$ cat config.mk
export PLATFORM = sky130hd
export DESIGN_NAME = ipacl_cell
export DESIGN_NICKNAME = d
export VERILOG_FILES = /design/src/hw/rtl/ipacl_pkg.sv /design/src/hw/rtl/ipacl_cell.sv
export SDC_FILE = /design/constraint.sdc
export NUM_CORES = 1
export LEC_CHECK = 0
export ABC_AREA = 1
export BUFFER_PORTS_ARGS = -buffer_cell sky130_fd_sc_hd__buf_2
export CELL_PAD_IN_SITES_DETAIL_PLACEMENT = 1
export CELL_PAD_IN_SITES_GLOBAL_PLACEMENT = 1
export CORE_AREA = 2 2 172 174
export CTS_BUF_LIST = sky130_fd_sc_hd__clkbuf_4 sky130_fd_sc_hd__clkbuf_8 sky130_fd_sc_hd__clkbuf_16
export DETAILED_ROUTE_END_ITERATION = 7
export DIE_AREA = 0 0 174 176
export PLACE_DENSITY = 0.88
export SLEW_MARGIN = 20
export SYNTH_ARGS = -nofsm -noshare
export SYNTH_HDL_FRONTEND = slang
export SYNTH_SLANG_ARGS = --single-unit
$ cat constraint.sdc
create_clock -name clk_i -period 4.6 [get_ports clk_i]
set_clock_uncertainty 0.2 [all_clocks]
set_input_delay 0.23 -clock clk_i [delete_from_list [all_inputs] [get_ports clk_i]]
set_output_delay 0.23 -clock clk_i [all_outputs]
set_load 0.03 [all_outputs]
$ cat src/hw/rtl/ipacl_pkg.sv
// Shared types and constants for the IP prefix access list.
package ipacl_pkg;

  // Address family widths in bits.
  localparam int unsigned V4Bits = 32;
  localparam int unsigned V6Bits = 128;

  // Operation codes of an input word.
  typedef enum logic {
    OP_LOOKUP = 1'b0,
    OP_APPEND = 1'b1
  } acl_op_e;

  // Result status codes.
  typedef enum logic [1:0] {
    ST_OK       = 2'd0,
    ST_WILDCARD = 2'd1,
    ST_FULL     = 2'd2,
    ST_TOO_LONG = 2'd3
  } acl_status_e;

  // Controller states.
  typedef enum logic [1:0] {
    S_IDLE,
    S_SEARCH,
    S_HOLD
  } acl_state_e;

  // Input word.
  typedef struct packed {
    acl_op_e     operation;
    logic        is_ipv6;
    logic [63:0] address_high;
    logic [63:0] address_low;
    logic [7:0]  prefix_len;
  } acl_in_t;

  // Output word.
  typedef struct packed {
    logic        hit;
    logic [5:0]  entry_index;
    acl_status_e status;
  } acl_out_t;

  // Search key: family and address, left aligned so that an IPv4 address
  // occupies the top 32 bits and prefix masks are the same for both families.
  typedef struct packed {
    logic         is_ipv6;
    logic [127:0] addr;
  } acl_key_t;

endpackage

$ cat src/hw/rtl/ipacl_cell.sv
// One rule cell of the access list chain: holds a rule and checks a passing key.
module ipacl_cell
  import ipacl_pkg::*;
#(
  parameter int unsigned CntW = 7,
  parameter int unsigned IdxW = 6
) (
  input  logic            clk_i,
  input  logic            rst_ni,
  // Rule write port.
  input  logic            wr_en_i,
  input  acl_key_t        wr_key_i,
  input  logic [7:0]      wr_plen_i,
  // Key token from the previous cell.
  input  logic            tok_valid_i,
  input  acl_key_t        tok_key_i,
  input  logic [CntW-1:0] tok_left_i,
  input  logic [IdxW-1:0] tok_pos_i,
  input  logic            tok_found_i,
  input  logic [IdxW-1:0] tok_fidx_i,
  // Key token to the next cell.
  output logic            tok_valid_o,
  output acl_key_t        tok_key_o,
  output logic [CntW-1:0] tok_left_o,
  output logic [IdxW-1:0] tok_pos_o,
  output logic            tok_found_o,
  output logic [IdxW-1:0] tok_fidx_o
);

  // Stored rule.
  acl_key_t        rule_key_q;
  logic [7:0]      rule_plen_q;

  // Token stage registers.
  logic            tok_valid_q, tok_valid_d;
  acl_key_t        tok_key_q, tok_key_d;
  logic [CntW-1:0] tok_left_q, tok_left_d;
  logic [IdxW-1:0] tok_pos_q, tok_pos_d;
  logic            tok_found_q, tok_found_d;
  logic [IdxW-1:0] tok_fidx_q, tok_fidx_d;

  logic [127:0]    mask;
  logic            rule_hit;

  // Rule storage is written once per append and needs no reset.
  always_ff @(posedge clk_i) begin
    if (wr_en_i) begin
      rule_key_q  <= wr_key_i;
      rule_plen_q <= wr_plen_i;
    end
  end

  // Prefix mask: the top rule_plen_q bits of the aligned address.
  always_comb begin
    for (int i = 0; i < 128; i++) begin
      mask[i] = (8'(127 - i) < rule_plen_q);
    end
  end

  // The rule takes part only while the token still covers stored rules.
  assign rule_hit = (tok_left_i != '0) &&
                    (rule_key_q.is_ipv6 == tok_key_i.is_ipv6) &&
                    (((rule_key_q.addr ^ tok_key_i.addr) & mask) == '0);

  // Next token: the first hit along the chain is kept.
  always_comb begin
    tok_valid_d = tok_valid_i;
    tok_key_d   = tok_key_i;
    tok_left_d  = (tok_left_i == '0) ? tok_left_i : tok_left_i - CntW'(1);
    tok_pos_d   = tok_pos_i + IdxW'(1);
    tok_found_d = tok_found_i | rule_hit;
    tok_fidx_d  = (!tok_found_i && rule_hit) ? tok_pos_i : tok_fidx_i;
  end

  // Valid flag resets; the rest of the token is payload.
  always_ff @(posedge clk_i or negedge rst_ni) begin
    if (!rst_ni) begin
      tok_valid_q <= 1'b0;
    end else begin
      tok_valid_q <= tok_valid_d;
    end
  end

  always_ff @(posedge clk_i) begin
    tok_key_q   <= tok_key_d;
    tok_left_q  <= tok_left_d;
    tok_pos_q   <= tok_pos_d;
    tok_found_q <= tok_found_d;
    tok_fidx_q  <= tok_fidx_d;
  end

  assign tok_valid_o = tok_valid_q;
  assign tok_key_o   = tok_key_q;
  assign tok_left_o  = tok_left_q;
  assign tok_pos_o   = tok_pos_q;
  assign tok_found_o = tok_found_q;
  assign tok_fidx_o  = tok_fidx_q;

endmodule

==> flow_summary.yaml, run 1 <==
worst_setup_path:
  r2r-end: "tok_fidx_o[2]$_DFF_P_"
  cpPeakStageDelay_ns: 0.56
  path_common_cell: "nand2_1"
  end_kind: "flop"
  crit_fanout: 11
  slowest_stage: "edfxtp_1"
  path_cells: "nor2_2, nand2_1, inv_1, nand2_1, nand2_1, nand4_1, o21ai_0, nand2_1, nor2_4, nand3_2, nand2_1, dlygate4sd3_1, nand2_1, dlygate4sd3_1"
  critPathRequiredTime_ns: 4.85
  critPathLaunchType: "flop"
  crit_type: "flop to flop"
  arrival_ns: 4.62
  r2r_setup_slack_ns: 0.23
  rr_startpoint: "rule_plen_q[3]$_DFFE_PP_"
  reg2regPathDepth: 14
logic_synthesis:
  synth-xor-area-share_pct: 11.1
  synth_fp_nets: 1197
  synth.ff_latch_count: 287
  synth_top_family_by_area: "simple AND/OR/NAND/NOR gates"
  synth-compound-area-share_pct: 2.92
  synthCells: 904
  synth-seq-area-share_pct: 68.4
  syn_avg_cell_area_sq_um: 11.5
  synth.top_cell.area_share_pct: 39.5
  synth_edf_count: 137
  synthMuxAreaShare_pct: 0
  async_flop_share_pct: 0.348
  netlist_top_cells_area: "edfxtp_1, dfxtp_1, xor2_1"
  yosys.area.top_type: "edfxtp_1"
  synthFlopType: "dfxtp_1"
  yosys.area_share.simple_pct: 15.3
  syn_area_sq_um: 10400
  ys_warn_count: 0
  ys_types: 28
  synth_fa_ha_area_share_pct: 0.360
power_and_ir_drop:
  p_sw_share_pct: 27.1
  p_comb_share_pct: 16.7
  seqPwrFrac_pct: 44.9
  powerDensity_nw_per_um2: 383
  peakVddDrop_mv: 0.263
  p_total_mw: 6.56
  p_int_mw: 4.78
  p_leak_nw: 7.71
  p_sw_mw: 1.78
  clockPowerShare_pct: 38.4
final_layout:
  drive_above_1_share_pct: 30.3
  fin_cells: 2076
  post-route-cell-area_sq_um: 17100
  nNetsFinal: 1963
  area_growth_pct: 64.4
  final_util_pct: 60.0
  fill_cells: 3120
  antenna_cells: 0
place:
  portBuffers: 439
  place_area_sq_um: 13000
  place_hpwl_mm: 29.8
  placed_cells: 1716
  gp_congestion: 0.925
grt:
  grt_overflow: 0
  grt_util_all_layers_pct: 30.3
  antenna_found_initial: 0
  grt_pass1_wl_mm: 70.0
  grt_max_degree: 73
  grt_pass1_vias: 11200
sta:
  max_slew_margin_pct: 28.3
  min_period_ns: 4.37
  hold_viol: 0
  grt_setup_unrepaired: "no"
  fin_crit_sh_pct: 95.1
  setup_viol: 0
  slew_violations: 0
  fin_setup_tns_ns: 0
  max_slew.worst_pin.slew_ns: 1.07
  max_freq_mhz: 229
clock_network:
  htree_levels: 1
  insertion_delay_ns: 0.57
  cts_sinks: 287
  post_cts_buffers: 0
  cts_tree: "yes"
  cts-root-buf: "clkbuf_16"
  cts_buffer_depth: 3
  numCtsBuffers: 29
  clkTransAtPathRegs_ns: 0.07
drt:
  vias: 9906
  drc: 0
  drt_iter0_markers: 682
  totalWireLength_mm: 47.3
  viasPerCell: 4.77
  postRouteAntennaNets: 0
  dr.pass1.iters: 5
  drt-wirelength-per-cell_microns: 22.8
floorplanning:
  floorplan.rows: 62
  start_util_pct: 36.5
  die_y_microns: 176
  ios: 440
  die_w_microns: 174
  core_region_area_sq_um: 28500
  die_area_sq_um: 30600
job:
  max_cap_violations: 0
hold_path:
  holdPathStages: 1
  min_to: "rule_key_q[91]$_DFFE_PP_"
  hold_start: "wr_en_i"
  hp-class: "primary input to flop"
outcome:
  outcome: "finished clean"
-- worst max-delay path: cells and delay by family (launching register included) --
family          cells  cell delay, ns
compound gates      1            0.26
buf+inv             3            1.40
flops               1            0.56
simple gates       10            1.84
-- routing by layer --
metal  up-vias  share of wire [%]  GRT usage, %
met1      4829                 39          35.3
met2       465                 53          57.9
li1       4545                  -             -
met3        67                6.1          5.00
met5         -                  0             0
met4         0                2.3          7.46
-- power groups by stage --
stage	Combinational, mW	Clock, mW	Sequential [mW]
floorplan	0.292	0	3.12
global placement	0.839	0	2.97
detailed placement	0.854	0	2.99
CTS	1.07	2.49	2.94
global route	1.17	2.64	2.96
finish	1.09	2.52	2.95
-- flip-flops by register name (all words and copies together) (netlist names) --
register,flops
rule_key_q,129
rule_plen_q,8
tok_fidx_o,6
tok_found_o,1
tok_key_o,129
tok_left_o,7
tok_pos_o,6
tok_valid_o,1
-- logic make-up after synthesis --
| group | count (synthesis) |
|---|---|
| compound gates | 55 |
| xor+xnor | 132 |
| fa+ha+maj | 3 |
| buf+inv | 49 |
| flops | 287 |
| simple gates | 378 |
-- metrics by stage --
stage | setup slack (ns) | hold WS, ns
6_report | 0.225 | 0.0172
5_1_grt | 0.0441 | 0.0393
3_3_place_gp | 1.47 | -0.186
3_5_place_dp | 1.39 | -0.187
4_1_cts | 0.308 | 0.0195
2_1_floorplan | 2.38 | -0.266
-- synth_stat cells (6+ instances only) --
library cell,number
edfxtp_1,137
o211ai_1,9
dfxtp_1,149
inv_2,6
inv_1,30
nand3_1,69
xnor2_1,11
o21ai_0,28
nand4_1,13
xor2_1,121
buf_2,7
nor2_2,7
nand2_1,228
a21oi_1,10
nor2_1,51
-- worst max-delay path by stage --
stage | slack, ns | from | end | depth (start not counted)
2_1_floorplan | 2.38 | rule_plen_q[7]$_DFFE_PP_ | tok_fidx_o[0]$_DFF_P_ | 13
5_1_grt | 0.04 | rule_plen_q[7]$_DFFE_PP_ | tok_fidx_o[2]$_DFF_P_ | 16
6_report | 0.23 | rule_plen_q[3]$_DFFE_PP_ | tok_fidx_o[2]$_DFF_P_ | 14
4_1_cts | 0.31 | rule_plen_q[3]$_DFFE_PP_ | tok_fidx_o[0]$_DFF_P_ | 14
3_3_place_gp | 1.47 | rule_plen_q[3]$_DFFE_PP_ | tok_fidx_o[0]$_DFF_P_ | 12
3_5_place_dp | 1.39 | rule_plen_q[3]$_DFFE_PP_ | tok_fidx_o[4]$_DFF_P_ | 12
-- layout make-up --
cell class                      instances  area [sq um]  share of cell area, %
Clock buffer                           38           812                   4.74
Clock inverter                         15           180                   1.05
Inverter                               36           135                  0.789
Multi-Input combinational cell        568          3100                   18.1
Sequential cell                       287          7120                   41.6
Tap cell                              384           480                   2.81
Timing Repair Buffer                  748          5290                   30.9
-- cells in the final DEF, fill, tap and decap left out, types with 2 or more instances in the layout --
master / instances
buf_2: 438
dlygate4sd3_1: 307
nand2_1: 228
dfxtp_1: 149
edfxtp_1: 137
xor2_1: 121
nand3_1: 69
nor2_1: 50
inv_1: 30
clkbuf_16: 29
o21ai_0: 28
nand4_1: 13
xnor2_1: 11
a21oi_1: 10
o211ai_1: 9
nor2_2: 8
inv_2: 6
clkbuf_4: 6
clkinv_1: 5
bufinv_16: 4
nand2_2: 3
a31oi_1: 3
o21ai_1: 3
or2_2: 3
ha_1: 3
clkbuf_8: 3
clkinv_2: 3
nor2_4: 2
clkinv_4: 2
buf_4: 2
-- timing repair --
item | 4_1_cts | 5_1_grt
endpoints found under the hold margin | 288 | 0
endpoints found under the setup margin | 0 | 5
gates resized for setup | 0 | 1
hold buffers | 307 | 0
Power figures use the tool's default switching activity.
==> run 2, diff against run 1 <==
--- a/config.mk
+++ b/config.mk
@@ -13,7 +13,7 @@
 export CTS_BUF_LIST = sky130_fd_sc_hd__clkbuf_4 sky130_fd_sc_hd__clkbuf_8 sky130_fd_sc_hd__clkbuf_16
 export DETAILED_ROUTE_END_ITERATION = 7
 export DIE_AREA = 0 0 174 176
-export PLACE_DENSITY = 0.88
+export PLACE_DENSITY_LB_ADDON = 0.1
 export SLEW_MARGIN = 20
 export SYNTH_ARGS = -nofsm -noshare
 export SYNTH_HDL_FRONTEND = slang
==> run 2 against run 1 <==
Compared with the run above:
- non-clock buffer count rose by 1
- hold slack improved by 0.042 ns
- setup slack better by 0.089 ns
- final area fell by 0.30%
- clock-buffer cell count rose by 8
- flip-flop and latch count unchanged
- total power fell by 3.9%
- utilization fell by 0.18 points
- sequential share of layout area up 0.13 points
- first-iteration DRC count is 24% lower
- critical path type unchanged
- largest cell class unchanged
==> flow_summary.yaml, run 2 (synthesis results as in run 1) <==
final_layout:
  nNetsFinal: 1964
  layout_commonest_cell: "buf_2"
  fin_cells: 2081
  area_growth_pct: 63.9
  layout_common_cells: "buf_2, dlygate4sd3_1, nand2_1"
  drive_above_1_share_pct: 30.5
clock_network:
  htree_levels: 1
  cts-root-buf: "clkbuf_16"
  cts_sinks: 287
  cts_tree: "yes"
  cts_buffer_depth: 3
  clkTransAtPathRegs_ns: 0.06
  insertion_delay_ns: 0.55
  numCtsBuffers: 29
worst_setup_path:
  arrival_ns: 4.52
  rr_startpoint: "rule_plen_q[3]$_DFFE_PP_"
  r2r-end: "tok_fidx_o[2]$_DFF_P_"
  end_kind: "flop"
  r2r_setup_slack_ns: 0.31
  reg2regPathDepth: 16
  crit_fanout: 11
  critPathRequiredTime_ns: 4.83
  crit_type: "flop to flop"
  cp-endpoint: "tok_fidx_o[2]$_DFF_P_"
  startpoint: "rule_plen_q[3]$_DFFE_PP_"
  critPathLaunchType: "flop"
drt:
  top_layer: "met4"
  drt_iter0_markers: 517
  totalWireLength_mm: 43.6
  viasPerCell: 4.69
  dr.pass1.iters: 5
  drt-wirelength-per-cell_microns: 21.0
  met1_length_mm: 16.6
  met2_length_mm: 23.3
  postRouteAntennaNets: 0
  met3WireLength_mm: 2.37
  drc: 0
  vias: 9753
floorplanning:
  die_y_microns: 176
  start_util_pct: 36.5
  die_area_sq_um: 30600
  floorplan.rows: 62
  core_region_area_sq_um: 28500
  die_w_microns: 174
  ios: 440
sta:
  setup_viol: 0
  slew_violations: 0
  fin_ws_ns: 0.314
  grt_setup_unrepaired: "no"
  fin_setup_tns_ns: 0
  max_slew_margin_pct: 44.8
  min_period_ns: 4.29
  hold_viol: 0
  fin_crit_sh_pct: 93.2
  max_freq_mhz: 233
  max_slew.worst_pin.slew_ns: 0.828
power_and_ir_drop:
  p_leak_nw: 7.68
  powerDensity_nw_per_um2: 370
  p_total_mw: 6.31
  peakVddDrop_mv: 0.296
outcome:
  outcome: "finished clean"
grt:
  grt_util_all_layers_pct: 28.1
  grt_overflow: 0
  grt_pass1_vias: 10900
  grt_max_degree: 84
  antenna_found_initial: 4
  grt_pass1_wl_mm: 64.9
hold_path:
  hp-class: "primary input to flop"
place:
  gp_congestion: 0.825
  place_hpwl_mm: 26.9
  placed_cells: 1716
  dp_slack_ns: 1.29
  portBuffers: 439
job:
  max_cap_violations: 0
[run 2: cell types whose count changed in the layout (fill, tap and decap cells not counted), moves of 2 or more]
cell and delta:
bufinv_16 -4, clkinv_4 -2, diode_2 +4, clkbuf_4 +7
clkinv_1 -2
[run 2: how the worst min path moves through the flow]
stage                       start                       end  slack (ns)  depth (start not counted)
after global routing      wr_en_i  rule_key_q[78]$_DFFE_PP_        0.09                          1
after global placement     rst_ni     tok_valid_o$_DFF_PN0_       -0.19                          1
after CTS                 wr_en_i  rule_key_q[74]$_DFFE_PP_        0.06                          1
after floorplan            rst_ni     tok_valid_o$_DFF_PN0_       -0.27                          0
final                     wr_en_i  rule_key_q[74]$_DFFE_PP_        0.06                          1
after detailed placement   rst_ni     tok_valid_o$_DFF_PN0_       -0.19                          1
[run 2: per-stage QoR]
stage	util (%)	hold WS, ns	area (sq um)
floorplan	-	-0.266	10400
global placement	45.7	-0.194	13000
detailed placement	45.7	-0.194	13000
CTS	59.7	0.0625	17000
global route	59.8	0.0894	17100
finish	59.8	0.0592	17100
[run 2: report_power, final]
part           switching, mW  total, mW  internal, mW
registers             0.0809       2.94          2.86
clock network          0.995       2.30          1.30
logic                  0.613       1.07         0.457
total                   1.69       6.31          4.62
[run 2: final cells by class]
type / instances / area [sq um]
inverter: 36 / 135
multi-input combinational: 568 / 3110
tap: 384 / 480
clock inverter: 7 / 33.8
clock buffer: 46 / 878
timing repair buffer: 749 / 5300
fill: 3136 / 11500
sequential: 287 / 7120
antenna: 4 / 10.0
[run 2: worst max-delay path, stage by stage, from the launching register on]
cell and delay (ns):
edfxtp_1 0.59, nor2_4 0.35, nand2_1 0.30, inv_1 0.24, nand2_1 0.08, nand3_1 0.09
nand2_1 0.07, nor2_1 0.15, nand2_1 0.12, nor2_1 0.14, nand2_1 0.10, nor2_4 0.26
nand3_2 0.19, nand2_1 0.11, dlygate4sd3_1 0.55, nand2_1 0.07, dlygate4sd3_1 0.57
[run 2: per-layer routing]
metal  GRT usage, %  up-vias
li1               -     4544
met4           8.26        0
met2           53.6      423
met1           32.4     4714
met5              0        -
met3           4.31       72
[run 2: repair_timing]
| action | CTS | global route |
|---|---|---|
| endpoints found under the hold margin | 288 | 0 |
| hold buffers | 308 | 0 |
| resized for setup | 0 | 2 |
| setup endpoints to repair | 0 | 6 |
| buffers inserted | 0 | 0 |
==> run 3, diff against run 2 <==
--- a/config.mk
+++ b/config.mk
@@ -7,13 +7,11 @@
 export LEC_CHECK = 0
 export ABC_AREA = 1
 export BUFFER_PORTS_ARGS = -buffer_cell sky130_fd_sc_hd__buf_2
-export CELL_PAD_IN_SITES_DETAIL_PLACEMENT = 1
-export CELL_PAD_IN_SITES_GLOBAL_PLACEMENT = 1
-export CORE_AREA = 2 2 172 174
+export CORE_AREA = 2 2 169 171
 export CTS_BUF_LIST = sky130_fd_sc_hd__clkbuf_4 sky130_fd_sc_hd__clkbuf_8 sky130_fd_sc_hd__clkbuf_16
 export DETAILED_ROUTE_END_ITERATION = 7
-export DIE_AREA = 0 0 174 176
-export PLACE_DENSITY_LB_ADDON = 0.1
+export DIE_AREA = 0 0 171 173
+export PLACE_DENSITY = 0.65
 export SLEW_MARGIN = 20
 export SYNTH_ARGS = -nofsm -noshare
 export SYNTH_HDL_FRONTEND = slang
==> run 3 against run 2 <==
Compared with the run above:
- flip-flop and latch count is the same
- combinational power is essentially flat
- final cell count shrank 0.38%
- sequential power is essentially flat
- non-clock buffer count is the same
- total power grew 1.9%
- largest cell class unchanged
- hold slack lost 0.054 ns
==> flow_summary.yaml, run 3 (synthesis results as in run 1) <==
place:
  place_hpwl_mm: 26.2
  place_area_sq_um: 13000
  portBuffers: 439
  placed_cells: 1710
  gp_congestion: 0.911
final_layout:
  nNetsFinal: 1964
  post-route-cell-area_sq_um: 17100
  drive_above_1_share_pct: 30.5
  layout_common_cells: "buf_2, dlygate4sd3_1, nand2_1"
  layout_commonest_cell: "buf_2"
  area_growth_pct: 64.4
  fin_cells: 2073
clock_network:
  numCtsBuffers: 29
  cts-root-buf: "clkbuf_16"
  insertion_delay_ns: 0.57
  cts_tree: "yes"
  cts_buffer_depth: 3
  clkTransAtPathRegs_ns: 0.06
  cts_resized: 0
  htree_levels: 1
  holdBufCountCts: 308
  post_cts_buffers: 0
  cts_sinks: 287
power_and_ir_drop:
  p_comb_share_pct: 16.5
  clockPowerShare_pct: 37.9
  powerDensity_nw_per_um2: 376
  p_int_mw: 4.74
  p_leak_nw: 7.71
  p_sw_mw: 1.69
  seqPwrFrac_pct: 45.6
  p_sw_share_pct: 26.3
  peakVddDrop_mv: 0.320
worst_setup_path:
  slowest_stage: "edfxtp_1"
  cp_top_family: "simple AND/OR/NAND/NOR gates"
  critPathRequiredTime_ns: 4.84
  arrival_ns: 4.61
  critPathLaunchType: "flop"
  crit_type: "flop to flop"
  end_kind: "flop"
  critical_path_depth: 14
  cpPeakStageDelay_ns: 0.58
  crit_fanout: 11
  critPathBufInv: 3
  reg2regPathDepth: 14
  path_cells: "nor2_2, nand2_1, inv_1, nand2_1, nand2_1, nand4_1, o21ai_0, nand2_1, nor2_4, nand3_2, nand2_1, dlygate4sd3_1, nand2_1, dlygate4sd3_1"
  path_common_cell: "nand2_1"
sta:
  hold_viol: 0
  slew_violations: 0
  max_slew_margin_pct: 46.6
  fin_setup_tns_ns: 0
  max_freq_mhz: 229
  setup_viol: 0
  grt_setup_unrepaired: "no"
  min_period_ns: 4.37
  fin_crit_sh_pct: 95.0
  max_slew.worst_pin.slew_ns: 0.801
drt:
  drc: 0
  drt_iter0_markers: 726
  viasPerCell: 4.61
  vias: 9549
  postRouteAntennaNets: 0
  totalWireLength_mm: 39.2
  drt-wirelength-per-cell_microns: 18.9
  dr.pass1.iters: 7
floorplanning:
  ios: 440
  floorplan.rows: 61
  die_y_microns: 173
  die_area_sq_um: 29600
  die_w_microns: 171
  start_util_pct: 37.7
  core_region_area_sq_um: 27600
grt:
  grt_util_all_layers_pct: 25.5
  antenna_found_initial: 1
  grt_max_degree: 75
  grt_overflow: 0
  grt_pass1_wl_mm: 56.9
  grt_pass1_vias: 10000
job:
  max_cap_violations: 0
outcome:
  outcome: "finished clean"
hold_path:
  hp-class: "primary input to flop"
  holdPathStages: 1
[run 3: stage by stage]
step                      utilization (%)  setup WS, ns  hold WS [ns]  power, mW
final                                61.9         0.231       0.00551       6.43
after global routing                 61.9        0.0518        0.0316       6.65
after CTS                            61.9         0.276        0.0103       6.43
after detailed placement             47.2          1.37        -0.194       3.82
after global placement               47.2          1.42        -0.196       3.81
after floorplan                         -          2.38        -0.266       3.41
[run 3: cell type report]
cell class	count	area (sq um)
diodes	1	2.50
inverters	36	135
fillers	2130	10500
clock buffers	40	821
well taps	378	473
repair buffers	749	5300
flip-flops and latches	287	7120
multi-input cells	568	3100
clock inverters	14	161
[run 3: power by group through the flow]
stage	sequential [mW]	combinational, mW	clock (mW)
floorplan	3.12	0.292	0
global placement	2.97	0.835	0
detailed placement	2.98	0.838	0
CTS	2.92	1.05	2.45
global route	2.95	1.14	2.56
finish	2.93	1.06	2.44
[run 3: worst paths after layout]
check	slack, ns	start	end
worst max-delay path	0.23	rule_plen_q[3]$_DFFE_PP_	tok_fidx_o[2]$_DFF_P_
worst min-delay path	0.006	wr_en_i	rule_key_q[76]$_DFFE_PP_
worst max register to register	0.23	rule_plen_q[3]$_DFFE_PP_	tok_fidx_o[2]$_DFF_P_
worst min register to register	0.89	rule_key_q[72]$_DFFE_PP_	tok_found_o$_DFF_P_
max in group asynchronous	3.80	rst_ni	tok_valid_o$_DFF_PN0_
min in group asynchronous	0.30	rst_ni	tok_valid_o$_DFF_PN0_
[run 3: per-layer routing]
| layer | track usage, % | vias up | share of wire [%] |
|---|---|---|---|
| li1 | - | 4544 | - |
| met1 | 29.0 | 4473 | 38 |
| met2 | 48.6 | 458 | 53 |
| met3 | 4.07 | 74 | 6.5 |
| met4 | 6.92 | 0 | 2.9 |
| met5 | 0 | - | 0 |
